### config.mk
export PLATFORM = sky130hd
export DESIGN_NAME = longest_prefix_route_table
export DESIGN_NICKNAME = d
export VERILOG_FILES = /design/src/rtl/lrt_pkg.sv /design/src/rtl/lrt_ram.sv /design/src/rtl/lrt_cmp.sv /design/src/rtl/longest_prefix_route_table.sv
export VERILOG_INCLUDE_DIRS = /design/src /design/src/rtl
export SDC_FILE = /design/constraint.sdc
export NUM_CORES = 1
export LEC_CHECK = 0
export BUFFER_PORTS_ARGS = -buffer_cell sky130_fd_sc_hd__buf_2
export CORE_ASPECT_RATIO = 0.8
export CORE_UTILIZATION = 55
export DETAILED_ROUTE_END_ITERATION = 10
export PLACE_DENSITY = 0.77
export SYNTH_ARGS = -nofsm -noshare
export SYNTH_HDL_FRONTEND = slang
export SYNTH_SLANG_ARGS = --single-unit
### constraint.sdc
create_clock -name clk -period 6.8 [get_ports clk]
set_input_delay 0.68 -clock clk [delete_from_list [all_inputs] [get_ports clk]]
set_output_delay 0.68 -clock clk [all_outputs]
set_load 0.02 [all_outputs]
### src/rtl/assert_macros.svh
// assertion helper macros for the rtl files
// no dependencies; included by modules that carry assertions
`ifndef ASSERT_MACROS_SVH
`define ASSERT_MACROS_SVH

// concurrent check on the rising clock, masked while reset is asserted
`define LRT_ASSERT(lbl, prop, msg) \
  lbl: assert property (@(posedge clk) disable iff (!rst_n) (prop)) else $error(msg);

// same check with no reset masking, for invariants that hold through reset
`define LRT_ASSERT_ALWAYS(lbl, prop, msg) \
  lbl: assert property (@(posedge clk) (prop)) else $error(msg);

`endif

### src/rtl/lrt_pkg.sv
// shared types, sizes and codes for the longest prefix route table
// no dependencies; imported by lrt_cmp and the top level
`timescale 1ns / 1ps
`default_nettype none

package lrt_pkg;

  // table sizing
  localparam int TABLE_DEPTH = 16;
  localparam int NUM_IFACES  = 8;
  localparam int IDX_W       = (TABLE_DEPTH > 1) ? $clog2(TABLE_DEPTH) : 1;
  localparam int CNT_W       = $clog2(TABLE_DEPTH + 1);

  // longest legal prefix
  localparam logic [5:0] PFX_MAX = 6'd32;

  // command codes
  localparam logic CMD_ADD   = 1'b0;
  localparam logic CMD_ROUTE = 1'b1;

  // status codes
  localparam logic [2:0] ST_ADDED       = 3'd0;
  localparam logic [2:0] ST_FORWARDED   = 3'd1;
  localparam logic [2:0] ST_NO_ROUTE    = 3'd2;
  localparam logic [2:0] ST_TTL_EXPIRED = 3'd3;
  localparam logic [2:0] ST_FULL        = 3'd4;

  // input word
  typedef struct packed {
    logic        cmd;
    logic [31:0] prefix_addr;
    logic [5:0]  prefix_bits;
    logic        hop_present;
    logic [31:0] hop_addr;
    logic [2:0]  iface_index;
    logic [31:0] dest_addr;
    logic [7:0]  ttl_in;
  } lrt_in_t;

  // result word
  typedef struct packed {
    logic [2:0]  status;
    logic [2:0]  out_iface;
    logic [31:0] out_hop;
    logic [7:0]  ttl_out;
  } lrt_out_t;

  // one stored route
  typedef struct packed {
    logic [31:0] prefix;
    logic [5:0]  plen;
    logic        has_hop;
    logic [31:0] hop;
    logic [2:0]  iface;
  } lrt_entry_t;

  // compare unit verdict
  typedef struct packed {
    logic hit;
    logic take;
  } lrt_cmp_t;

  // interface index folded onto the configured interface count
  function automatic logic [2:0] iface_wrap(input logic [2:0] v);
    logic [2:0] r;
    case (v)
      3'd0: r = 3'(0 % NUM_IFACES);
      3'd1: r = 3'(1 % NUM_IFACES);
      3'd2: r = 3'(2 % NUM_IFACES);
      3'd3: r = 3'(3 % NUM_IFACES);
      3'd4: r = 3'(4 % NUM_IFACES);
      3'd5: r = 3'(5 % NUM_IFACES);
      3'd6: r = 3'(6 % NUM_IFACES);
      3'd7: r = 3'(7 % NUM_IFACES);
      default: r = 3'd0;
    endcase
    return r;
  endfunction

endpackage

`default_nettype wire

### src/rtl/lrt_ram.sv
// generic single write port, single read port ram with registered read data
// no dependencies
`timescale 1ns / 1ps
`default_nettype none

module lrt_ram #(
  parameter int WIDTH = 8,
  parameter int DEPTH = 16,
  localparam int AW = (DEPTH > 1) ? $clog2(DEPTH) : 1
) (
  input  wire logic             clk,
  input  wire logic             we,
  input  wire logic [AW-1:0]    waddr,
  input  wire logic [WIDTH-1:0] wdata,
  input  wire logic [AW-1:0]    raddr,
  output logic      [WIDTH-1:0] rdata
);

  logic [WIDTH-1:0] mem [DEPTH];

  // write port
  always_ff @(posedge clk) begin
    if (we) begin
      mem[waddr] <= wdata;
    end
  end

  // registered read port
  always_ff @(posedge clk) begin
    rdata <= mem[raddr];
  end

endmodule

`default_nettype wire

### src/rtl/lrt_cmp.sv
// shared prefix compare unit: masks one stored route against the destination
// depends on lrt_pkg
`timescale 1ns / 1ps
`default_nettype none

module lrt_cmp
  import lrt_pkg::*;
(
  input  wire logic [31:0] dest,
  input  wire lrt_entry_t  entry,
  input  wire logic        found,
  input  wire logic [5:0]  best_len,
  output lrt_cmp_t         verdict
);

  logic [31:0] mask;

  // high-order mask of plen ones; zero length masks nothing so everything hits
  always_comb begin
    mask         = ~(32'hFFFF_FFFF >> entry.plen);
    verdict.hit  = ((dest ^ entry.prefix) & mask) == 32'd0;
    // strictly longer wins, so the earliest entry keeps a tie
    verdict.take = verdict.hit && (!found || (entry.plen > best_len));
  end

endmodule

`default_nettype wire

### src/rtl/longest_prefix_route_table.sv
// top level of the longest prefix route table: sequencer, route store and result register
// depends on lrt_pkg, lrt_ram, lrt_cmp and assert_macros.svh
`timescale 1ns / 1ps
`default_nettype none

// An add word's result strobes on out_valid in the cycle after the word is taken;
// busy stays low, so adds can stream every cycle. A route word walks the stored
// routes through one shared compare unit, one entry per cycle from a single RAM read
// port: busy is high from acceptance through the scan, drain and done states (done
// alone with an empty table), the result strobes in the first cycle with busy low again,
// and the next word can be started in that same cycle. Each result is shown for exactly
// one cycle with out_valid and must be captured then; there is no back-pressure on the
// result side.
module longest_prefix_route_table
  import lrt_pkg::*;
(
  input  wire logic    clk,
  input  wire logic    rst_n,
  input  wire logic    start,
  output logic         busy,
  input  wire lrt_in_t in_word,
  output logic         out_valid,
  output lrt_out_t     out_word
);

  `include "assert_macros.svh"

  typedef enum logic [3:0] {
    S_IDLE  = 4'b0001,
    S_SCAN  = 4'b0010,
    S_DRAIN = 4'b0100,
    S_DONE  = 4'b1000
  } lrt_state_t;

  lrt_state_t       state_r, state_nxt;
  logic [CNT_W-1:0] count_r, count_nxt;
  logic [CNT_W-1:0] scan_r, scan_nxt;
  logic             rv_r, rv_nxt;
  logic             found_r, found_nxt;
  logic [5:0]       best_len_r, best_len_nxt;
  logic [31:0]      best_hop_r, best_hop_nxt;
  logic [2:0]       best_iface_r, best_iface_nxt;
  logic [31:0]      dest_r, dest_nxt;
  logic [7:0]       ttl_r, ttl_nxt;
  logic             out_valid_r, out_valid_nxt;
  lrt_out_t         out_word_r, out_word_nxt;

  logic             accept;
  logic             full;
  logic             ram_we;
  lrt_entry_t       wr_entry;
  lrt_entry_t       rd_entry;
  lrt_cmp_t         verdict;

  assign accept = start && !busy;
  assign full   = (count_r == CNT_W'(TABLE_DEPTH));
  assign ram_we = accept && (in_word.cmd == CMD_ADD) && !full;

  // route being added, length saturated and interface folded
  always_comb begin
    wr_entry.prefix  = in_word.prefix_addr;
    wr_entry.plen    = (in_word.prefix_bits > PFX_MAX) ? PFX_MAX : in_word.prefix_bits;
    wr_entry.has_hop = in_word.hop_present;
    wr_entry.hop     = in_word.hop_addr;
    wr_entry.iface   = iface_wrap(in_word.iface_index);
  end

  // route store
  lrt_ram #(
    .WIDTH ($bits(lrt_entry_t)),
    .DEPTH (TABLE_DEPTH)
  ) u_ram (
    .clk   (clk),
    .we    (ram_we),
    .waddr (count_r[IDX_W-1:0]),
    .wdata (wr_entry),
    .raddr (scan_r[IDX_W-1:0]),
    .rdata (rd_entry)
  );

  // shared compare unit
  lrt_cmp u_cmp (
    .dest     (dest_r),
    .entry    (rd_entry),
    .found    (found_r),
    .best_len (best_len_r),
    .verdict  (verdict)
  );

  // sequencer and datapath next state
  always_comb begin
    state_nxt      = state_r;
    count_nxt      = count_r;
    scan_nxt       = scan_r;
    rv_nxt         = 1'b0;
    found_nxt      = found_r;
    best_len_nxt   = best_len_r;
    best_hop_nxt   = best_hop_r;
    best_iface_nxt = best_iface_r;
    dest_nxt       = dest_r;
    ttl_nxt        = ttl_r;
    out_valid_nxt  = 1'b0;
    out_word_nxt   = out_word_r;

    // fold in the entry read last cycle
    if (rv_r && verdict.take) begin
      found_nxt      = 1'b1;
      best_len_nxt   = rd_entry.plen;
      best_hop_nxt   = rd_entry.has_hop ? rd_entry.hop : dest_r;
      best_iface_nxt = rd_entry.iface;
    end

    case (state_r)
      S_IDLE: begin
        if (accept) begin
          if (in_word.cmd == CMD_ADD) begin
            out_valid_nxt        = 1'b1;
            out_word_nxt         = '0;
            out_word_nxt.status  = full ? ST_FULL : ST_ADDED;
            if (!full) begin
              count_nxt = count_r + CNT_W'(1);
            end
          end else begin
            dest_nxt  = in_word.dest_addr;
            ttl_nxt   = in_word.ttl_in;
            found_nxt = 1'b0;
            scan_nxt  = '0;
            state_nxt = (count_r == '0) ? S_DONE : S_SCAN;
          end
        end
      end
      S_SCAN: begin
        rv_nxt   = 1'b1;
        scan_nxt = scan_r + CNT_W'(1);
        if (scan_nxt == count_r) begin
          state_nxt = S_DRAIN;
        end
      end
      S_DRAIN: begin
        state_nxt = S_DONE;
      end
      S_DONE: begin
        out_valid_nxt = 1'b1;
        out_word_nxt  = '0;
        if (!found_r) begin
          out_word_nxt.status = ST_NO_ROUTE;
        end else if (ttl_r <= 8'd1) begin
          out_word_nxt.status = ST_TTL_EXPIRED;
        end else begin
          out_word_nxt.status    = ST_FORWARDED;
          out_word_nxt.out_iface = best_iface_r;
          out_word_nxt.out_hop   = best_hop_r;
          out_word_nxt.ttl_out   = ttl_r - 8'd1;
        end
        state_nxt = S_IDLE;
      end
      default: begin
        state_nxt = S_IDLE;
      end
    endcase
  end

  // control registers
  always_ff @(posedge clk) begin
    if (!rst_n) begin
      state_r     <= S_IDLE;
      count_r     <= '0;
      scan_r      <= '0;
      rv_r        <= 1'b0;
      found_r     <= 1'b0;
      out_valid_r <= 1'b0;
    end else begin
      state_r     <= state_nxt;
      count_r     <= count_nxt;
      scan_r      <= scan_nxt;
      rv_r        <= rv_nxt;
      found_r     <= found_nxt;
      out_valid_r <= out_valid_nxt;
    end
  end

  // payload registers
  always_ff @(posedge clk) begin
    best_len_r   <= best_len_nxt;
    best_hop_r   <= best_hop_nxt;
    best_iface_r <= best_iface_nxt;
    dest_r       <= dest_nxt;
    ttl_r        <= ttl_nxt;
    out_word_r   <= out_word_nxt;
  end

  assign busy      = (state_r != S_IDLE);
  assign out_valid = out_valid_r;
  assign out_word  = out_word_r;

  // checks
  `LRT_ASSERT(a_count_bound, count_r <= CNT_W'(TABLE_DEPTH), "route count beyond table depth")
  `LRT_ASSERT(a_rv_in_walk, rv_r |-> (state_r == S_SCAN || state_r == S_DRAIN), "read data outside walk")
  `LRT_ASSERT(a_strobe_src, out_valid_r |-> $past(state_r == S_DONE || ram_we || (accept && in_word.cmd == CMD_ADD)), "result strobe without a source")
  `LRT_ASSERT(a_found_nonempty, (state_r == S_DONE && found_r) |-> (count_r != '0), "match reported on empty table")
  `LRT_ASSERT(a_scan_bound, (state_r == S_SCAN) |-> (scan_r < count_r), "walk address past stored routes")

endmodule

`default_nettype wire
# --- Word-level counts from Yosys, hierarchy flattened ---
# Memories as Yosys holds them, arrays and structs flattened. A register that Yosys moved wholly into a read port is not among the register bits.
# Index checks and enable logic that the tools add are counted.
# W data, S select, Z words.
word_totals:
  mem_bits_ro: 24
  mem_bits_rw: 1184
  regBits: 144
  elab_cells: 86
  memories: 2
mem_list:
  columns: ["memory", "words", "width", "rd", "rd_clocked_by_memory_dff", "write_ports", "line_no", "source"]
  rows:
  - ["u_ram.mem", 16, 74, 1, 1, 1, "lrt_ram.sv:19", "logic [WIDTH-1:0] mem [DEPTH];"]
  - ["(no name shown)", 8, 3, 1, 0, 0, "lrt_pkg.sv:66", "case (v)"]
classes:
  reduce_logical: 18
  n_bitwise: 5
  n_shift: 1
  eq_ne: 11
  addsub: 3
  n_mux: 28
  order_cmp: 3
ops:
  columns: ["cell", "count"]
  rows:
  - ["$mux W46", 2]
  - ["$pmux W46 S2", 1]
  - ["$mux W43", 2]
  - ["$and A32 B32 Y32", 1]
  - ["$logic_not A32 Y1", 1]
  - ["$mux W32", 1]
  - ["$not A32 Y32", 1]
  - ["$shr A32 B6 Y32 const A", 1]
  - ["$xor A32 B32 Y32", 1]
  - ["$mux W4", 4]
  - ["$pmux W4 S3", 1]
  - ["$reduce_and A3 Y1", 4]
  - ["$add A5 B1 Y5 const B", 2]
  - ["$mux W5", 2]
  - ["$pmux W5 S2", 1]
  - ["$mux W1", 9]
  - ["$le A8 B1 Y1 const B", 1]
  - ["$ne A2 B2 Y1 const B", 4]
  - ["$sub A8 B1 Y8 const B", 1]
  - ["$gt A6 B6 Y1", 1]
  - ["$gt A6 B6 Y1 const B", 1]
  - ["$mux W3", 2]
  - ["$mux W6", 1]
  - ["$eq A5 B5 Y1", 1]
  - ["other kinds (15)", 23]

# --- Logic depth before layout (Yosys ltp) ---
# Gate-level depths: netlist of run 1.
logic_depth:
  depth_word: 10
  ltp_mapped: 9
  mapped_depth_nobuf: 8

# --- By module ---
# From an unflattened synthesis of run 1, not the netlist that was laid out.
hier_totals:
  cells_unflattened: 2366
  hier_area_um2: 52305.2
by_module_without_submodules:
  columns: ["module", "instances", "cells_per_inst", "area_each_um2"]
  rows:
  - ["lrt_ram", 1, 1901, 45753.9]
  - ["longest_prefix_route_table", 1, 343, 5654.2]
  - ["lrt_cmp", 1, 122, 897.1]

# --- Least setup slack after synthesis of run 1 ---
# No wires, ideal clock.
synth_path:
  path_kind: "register to register"
  start: "reg state_r[2]"
  end: "mem u_ram.mem[2][0] (netlist bit) (enable)"
  path_stages_with_launch: 7
  arrival_time_ns: 6.691
  path_buffers: 2
  setup_time_ns: 0.597
  path_slack_ns: -0.488
  required_time_ns: 6.203
  period_less_slack_ns: 7.288
  path_cell_list: "dfxtp_1 buf_6 or4b_4 buf_6 nor4_4 nand2_1 nor3_1"
synth_between:
  elab_chain_cells: 7
synth_lines:
  columns: ["element", "line_no", "source"]
  rows:
  - ["start: declaration", "longest_prefix_route_table.sv:35", "lrt_state_t state_r, state_nxt;"]
  - ["start signal: assignment", "longest_prefix_route_table.sv:173", "state_r <= state_nxt;"]
  - ["$ne A4 B1 Y1", "longest_prefix_route_table.sv:192", "assign busy = (state_r != S_IDLE);"]
  - ["named net busy", "longest_prefix_route_table.sv:20", "output logic busy,"]
  - ["$logic_not A1 Y1", "longest_prefix_route_table.sv:55", "assign accept = start && !busy;"]
  - ["$logic_and A1 B1 Y1", "longest_prefix_route_table.sv:55", null]
  - ["$logic_and A1 B1 Y1 (2 in series)", "longest_prefix_route_table.sv:57", "assign ram_we = accept && (in_word.cmd == CMD_ADD) && !full;"]
  - ["$mux W1", "lrt_ram.sv:23", "if (we) begin"]
  - ["$mux W1 (not written as such)", "lrt_ram.sv:24", "mem[waddr] <= wdata;"]
  - ["end: declaration", "lrt_ram.sv:19", null]
# The timed path passes the listed nets, and every way through them passes these cells.

# --- Worst setup path in the final report of run 1 ---
layout_path:
  start: "reg state_r[0]"
  end: "mem u_ram.mem[13][49] (netlist bit) (enable)"
layout_between:
  elab_chain_cells: 7
layout_lines:
  columns: ["element", "line_no"]
  rows:
  - ["$ne A4 B1 Y1", "longest_prefix_route_table.sv:192"]
  - ["$logic_not A1 Y1", "longest_prefix_route_table.sv:55"]
  - ["$logic_and A1 B1 Y1", "longest_prefix_route_table.sv:55"]
  - ["$logic_and A1 B1 Y1 (2 in series)", "longest_prefix_route_table.sv:57"]
  - ["$mux W1", "lrt_ram.sv:23"]
  - ["$mux W1 (not written as such)", "lrt_ram.sv:24"]
# No other way between the ends.

==> flow_summary.yaml, run 1 <==
yosys:
  synthFlopType: "edfxtp_1"
  async_flop_share: 0
  synth_nets: 2344
  ys_top_cells_by_count: "edfxtp_1 (1311), mux4_2 (370), dfxtp_1 (91)"
  yosys_warnings: 0
  yosysMostFrequentCell: "edfxtp_1"
  ys_seq_area_frac: 0.788
  ys_ff_latch: 1402
  syn-mean-instance-area_um2: 23.6
  ys_top_cells_by_area: "edfxtp_1 (75%), mux4_2 (16%), dfxtp_1 (3.5%)"
  ys_types: 54
  synth_top_area_cell: "edfxtp_1"
  synth_top_area_share: 0.754
  synth_edf_count: 1311
  synth_cells: 2213
  synthesis.area_um2: 52200
worst_setup_path:
  cp.required_ns: 7.17
  cp_data_arrival_time_ns: 4.27
  worstSetupPathType: "flop to flop"
  worstPathMaxFanout: 48
  start_kind: "flop"
  worstSetupEndpointType: "flop"
grt:
  grt_pass1_vias: 24500
  grt_max_degree: 157
  grt_usage: 0.261
  antenna_found_initial: 21
  overflow: 0
  grt_pass1_wl_mm: 176
timing:
  rsz0062_at_grt: "no"
  setup_viol: 0
  tightest_slew_ns: 1.39
  min_period_ns: 3.90
  period_share: 0.574
  clock_skew_ns: 0.0446
  timing.hold.ws_ns: 0.126
  max-slew-margin-rel: 0.0734
  tns_ns: 0
  slew_viol_final: 0
  max_freq_ghz: 0.256
  hold_viol_final: 0
clock_tree:
  clock-sinks: 1402
  cts_resized: 0
  cts_buffers: 132
  clockBufferDepth: 3
  clk_latency_ns: 0.74
  path_clk_slew_ns: 0.06
  cts_setup_buffers: 0
  clockRootBuffer: "clkbuf_16"
  postCtsHoldBufs: 0
  cts_tree: "built"
  cts_max_level: 4
floorplanning:
  ios: 166
  dieArea_um2: 96200
  die_w_um: 347
  core_area_um2: 93600
  rows: 100
  die_h_um: 278
  start_util: 0.558
finish:
  post-route-util: 0.631
  seqCellArea_um2: 41200
  nets: 2581
  finalInstanceArea_um2: 59100
  fillerInstances: 5913
  area_growth_pct: 13.1
  multiInputGateArea_um2: 10700
  drive_gt1_frac: 0.323
pwr:
  powerDensity_nw_per_um2: 297
  irDropWorstVdd_v: 0.000236
  finalPower_mw: 17.5
  p_leak_nw: 18.5
drt:
  drt_first_iter_violations: 3590
  wire_per_inst_um: 32.8
  drt-total-wl_mm: 124
  vias: 24800
  drc: 0
  final_antenna_net_count: 0
  vias_per_cell: 6.55
  firstDrtPassIters: 5
placement:
  hpwl_mm: 70.5
  place_congestion: 0.896
  port_buffers: 165
  dpl_cell_area_um2: 54800
flow_run:
  cap_violations: 0
hold_path:
  hold_class: "primary input to flop"
status:
  status: "finished, final reports clean"
==> metrics by stage <==
step | setup WS [ns] | cells
after detailed placement | 2.98 | 3540
after CTS | 2.94 | 3784
after global placement | 3.11 | 3540
final | 2.90 | 3789
after floorplan | 1.49 | 2213
after global routing | 2.80 | 3786
==> routing by layer <==
layer | share of wire | wire, µm | GRT usage | up-vias
li1 | - | - | - | 9820
met1 | 0.39 | 48900 | 0.383 | 13100
met2 | 0.45 | 55900 | 0.378 | 1662
met3 | 0.13 | 16600 | 0.0881 | 165
met4 | 0.021 | 2640 | 0.0686 | 12
met5 | 0.0017 | 208 | 0.0110 | -
==> where the power goes <==
group / leakage (nW) / switching (mW) / internal, mW / total (mW)
clock: 2.07 / 3.20 / 4.10 / 7.30
combinational: 3.86 / 0.389 / 0.196 / 0.585
sequential: 12.6 / 0.0942 / 9.57 / 9.67
==> registers in the layout, summed over array words and instances (netlist names) <==
name	count
count_r	5
rv_r	1
best_iface_r	3
best_hop_r	32
u_ram.mem	1184
best_len_r	6
ttl_r	8
scan_r	5
out_valid	1
state_r	4
found_r	1
u_ram.rdata	74
dest_r	32
out_word	46
==> cells by family (layout without fill, tap and decap cells) <==
group / Yosys count / in the layout / synth area share
DFF: 1402 / 1402 / 0.788
xor gates and xnor gates: 47 / 47 / 0.00788
and+or+nand+nor: 161 / 161 / 0.0167
muxes: 404 / 404 / 0.167
AOI/OAI and AO/OA: 59 / 59 / 0.00747
adders and majority gates: 13 / 13 / 0.00311
buffers and inverters: 127 / 474 / 0.00965
other: 0 / 5 / 0
==> final cells by class <==
cell class,instances,area share
diodes,5,0.000212
clock buffers,176,0.0605
clock inverters,68,0.0123
inverters,19,0.00129
multi-input cells,684,0.181
flip-flops and latches,1402,0.698
well taps,1224,0.0259
repair buffers,211,0.0211
==> critical path: stages, from the launching register on <==
cell and delay (ns):
dfxtp_1 0.50, or4b_4 0.60, nor4_4 0.53, nand2_1 0.38
nor2_4 0.19, buf_4 0.74, buf_4 0.54
==> layout by cell type, fill, tap and decap left out, types with 14 or more instances in the layout <==
master     Yosys  final
dfxtp_1       91     88
clkinv_1       1     23
and3_1        37     37
buf_4          2     40
edfxtp_1    1311   1311
mux4_2       370    370
nor2_1        39     26
clkbuf_1      61     37
inv_1         18     18
nand2_1       28     27
nor2_4         1     14
buf_2          4    165
xnor2_1       38     38
clkbuf_16      0    135
mux2_2        32     32
==> path summary, 6_finish.rpt <==
path / end / cells past startpoint / slack (ns) / start
worst min-delay path: ttl_r[7] / 1 / 0.13 / in_word[7]
worst max register to register: u_ram.mem[13][49] / 6 / 2.90 / state_r[0]
worst max-delay path: u_ram.mem[13][49] / 6 / 2.90 / state_r[0]
worst min register to register: best_iface_r[1] / 0 / 0.42 / u_ram.rdata[1]
Note: power is estimated with default switching activity, not from simulation.
==> run 2: changes to the inputs <==
--- a/config.mk
+++ b/config.mk
@@ -6,6 +6,7 @@
 export SDC_FILE = /design/constraint.sdc
 export NUM_CORES = 1
 export LEC_CHECK = 0
+export ABC_AREA = 1
 export BUFFER_PORTS_ARGS = -buffer_cell sky130_fd_sc_hd__buf_2
 export CORE_ASPECT_RATIO = 0.8
 export CORE_UTILIZATION = 55
==> constraint.sdc (replaced) <==
create_clock -name clk -period 3.3 [get_ports clk]
set_input_delay 0.33 -clock clk [delete_from_list [all_inputs] [get_ports clk]]
set_output_delay 0.33 -clock clk [all_outputs]
set_load 0.02 [all_outputs]
==> flow_summary.yaml, run 2 <==
status:
  status: "finished, final reports clean"
drt:
  final_antenna_net_count: 0
  drc: 0
  vias_per_cell: 5.87
  vias: 32500
  firstDrtPassIters: 6
  drt-total-wl_mm: 134
  wire_per_inst_um: 24.2
  drt_first_iter_violations: 3772
grt:
  grt_usage: 0.261
  antenna_found_initial: 8
  grt_pass1_wl_mm: 197
  grt_pass1_vias: 31200
  overflow: 0
  grt_max_degree: 115
timing:
  min_period_ns: 2.74
  rsz0062_at_grt: "no"
  setup_viol: 0
  hold_viol_final: 0
  slew_viol_final: 0
  tightest_slew_ns: 1.18
  tns_ns: 0
  clock_skew_ns: 0.0282
  period_share: 0.830
  max-slew-margin-rel: 0.208
  max_freq_ghz: 0.365
finish:
  post-route-util: 0.639
  final_cell_mix: "edfxtp_1 (1311), inv_1 (401), o21ai_0 (351), a21oi_1 (317)"
  largest_reg_flops: 1184
  nets: 4250
  regMostFlops: "u_ram.mem"
  drive_gt1_frac: 0.125
  fillerInstances: 6866
  area_growth_pct: 14.4
  final_common_cell: "edfxtp_1"
yosys:
  ys_seq_area_frac: 0.743
  synth-simple-area-share: 0.0313
  async_flop_share: 0
  synth_xor_area_frac: 0.00550
  ys_types: 38
  yosysMostFrequentCell: "edfxtp_1"
  synth_cells: 3826
  ys_top_cells_by_count: "edfxtp_1 (1311), inv_1 (405), o21ai_0 (351)"
  synthFlopType: "edfxtp_1"
  synth_edf_count: 1311
  synthesis.area_um2: 55500
  syn-mean-instance-area_um2: 14.5
  synth_compound_area_frac: 0.105
  synth_fa_ha_area_frac: 0.00293
  synth_top_area_share: 0.710
  synth_top_family_by_area: "compound AO/OA/AOI/OAI gates"
  synth.area.mux_share: 0.0583
  synth_top_area_cell: "edfxtp_1"
  yosys_warnings: 0
  synth_nets: 3957
  ys_ff_latch: 1402
  ys_top_cells_by_area: "edfxtp_1 (71%), mux2i_1 (5.3%), o211ai_1 (4.0%)"
pwr:
  powerDensity_nw_per_um2: 614
  p_leak_nw: 21.4
  irDropWorstVdd_v: 0.000711
floorplanning:
  dieArea_um2: 102000
  die_h_um: 286
  ios: 166
  core_area_um2: 99200
  die_w_um: 357
  rows: 103
  start_util: 0.559
worst_setup_path:
  cp_slowest_cell: "buf_12"
  crit_path_frequent_cell: "inv_1"
  r2r_slack_ns: 0.56
  cp.required_ns: 3.68
  r2r_end: "u_ram.mem[1][69]"
  cp_data_arrival_time_ns: 3.12
  worstPathMaxFanout: 68
  crit_chain: "inv_1 > ha_1 > nand2_1 > nor2_1 > inv_1 > nand3_2 > inv_1 > nand2_1 > nor2_4 > buf_12"
  start_kind: "flop"
  worstSetupEndpointType: "flop"
  r2r-start: "count_r[0]"
  worstSetupPathType: "flop to flop"
  slowest_delay_ns: 0.43
  r2r.worst_path.cells: 10
clock_tree:
  clockRootBuffer: "clkbuf_16"
  cts_max_level: 4
  clk_latency_ns: 0.77
  cts_tree: "built"
  path_clk_slew_ns: 0.06
  clock-sinks: 1402
  cts_setup_buffers: 0
  clockBufferDepth: 3
  cts_buffers: 134
flow_run:
  cap_violations: 0
hold_path:
  hold_depth: 4
  hp-start: "in_word[76]"
  hold_class: "primary input to flop"
  hold_end: "u_ram.mem[4][36]"
placement:
  port_buffers: 165
  hpwl_mm: 77.0
  place_congestion: 0.869
## run 2: cell count changes after synthesis, moves of 159 or more
| cell | delta |
|---|---|
| mux4_2 | -370 |
| nand2_1 | +159 |
| o211ai_1 | +294 |
| a21oi_1 | +304 |
| mux2i_1 | +294 |
| o21ai_0 | +339 |
| inv_1 | +387 |
## run 2: layout make-up
cell class	instances	area (µm²)	area share
Antenna cell	1	2.50	0.0000394
Clock buffer	172	3700	0.0583
Clock inverter	69	659	0.0104
Inverter	407	1540	0.0243
Multi-Input combinational cell	1792	11400	0.180
Sequential cell	1402	41200	0.649
Tap cell	1312	1640	0.0259
Timing Repair Buffer	382	3300	0.0520
## run 2: repair_timing
| item | 4_1_cts | 5_1_grt |
|---|---|---|
| hold endpoints to repair | 1155 | 0 |
| hold buffers | 113 | 0 |
| gates resized for setup | 0 | 0 |
## run 2: cell families (layout without fill, tap and decap cells)
group                      after synthesis  count (layout)
and+or+nand+nor                        408             408
AOI/OAI and AO/OA                     1017            1017
adders and majority gates               13              13
DFF                                   1402            1402
xor gates and xnor gates                34              34
buffers and inverters                  632            1030
muxes                                  320             320
other                                    0               1
## run 2: worst max-delay path by stage
stage,end,slack (ns),depth (start not counted),start
4_1_cts,u_ram.mem[5][57],0.59,10,count_r[0]
3_3_place_gp,u_ram.mem[5][58],0.69,10,count_r[0]
2_1_floorplan,u_ram.mem[1][0],-0.35,7,state_r[3]
5_1_grt,u_ram.mem[5][57],0.43,10,count_r[0]
3_5_place_dp,u_ram.mem[5][53],0.63,10,count_r[0]
6_report,u_ram.mem[1][69],0.56,10,count_r[0]
## run 2: per-stage QoR
stage	area [µm²]	std cells	hold WS, ns	total power [mW]	setup WS [ns]
final	63500	5537	0.155	38.9	0.561
after global routing	63500	5536	0.175	40.0	0.432
after CTS	63500	5536	0.118	39.0	0.593
after detailed placement	58000	5182	0.414	23.8	0.626
after global placement	58000	5182	0.389	23.8	0.693
after floorplan	55500	3826	0.386	22.5	-0.347
## run 2: where the power goes
part	total, mW	internal, mW	switching [mW]	leakage [nW]
clock network	15.3	8.75	6.55	2.12
registers	20.7	20.2	0.487	12.6
logic	2.94	0.954	1.98	6.65
## run 2: routing by layer
| layer | wire (µm) | GRT usage | part of all wire | vias up |
|---|---|---|---|---|
| li1 | - | - | - | 14700 |
| met1 | 55700 | 0.378 | 0.42 | 16000 |
| met2 | 60700 | 0.396 | 0.45 | 1624 |
| met3 | 14900 | 0.0686 | 0.11 | 181 |
| met4 | 2470 | 0.0696 | 0.018 | 10 |
| met5 | 73 | 0 | 0.00055 | - |
## run 2: critical path, delay by kind of cell (launching register included)
family / cells / cell delay [ns]
buffers and inverters: 4 / 0.82
and+or+nand+nor: 5 / 0.78
DFF: 1 / 0.42
adders and majority gates: 1 / 0.23
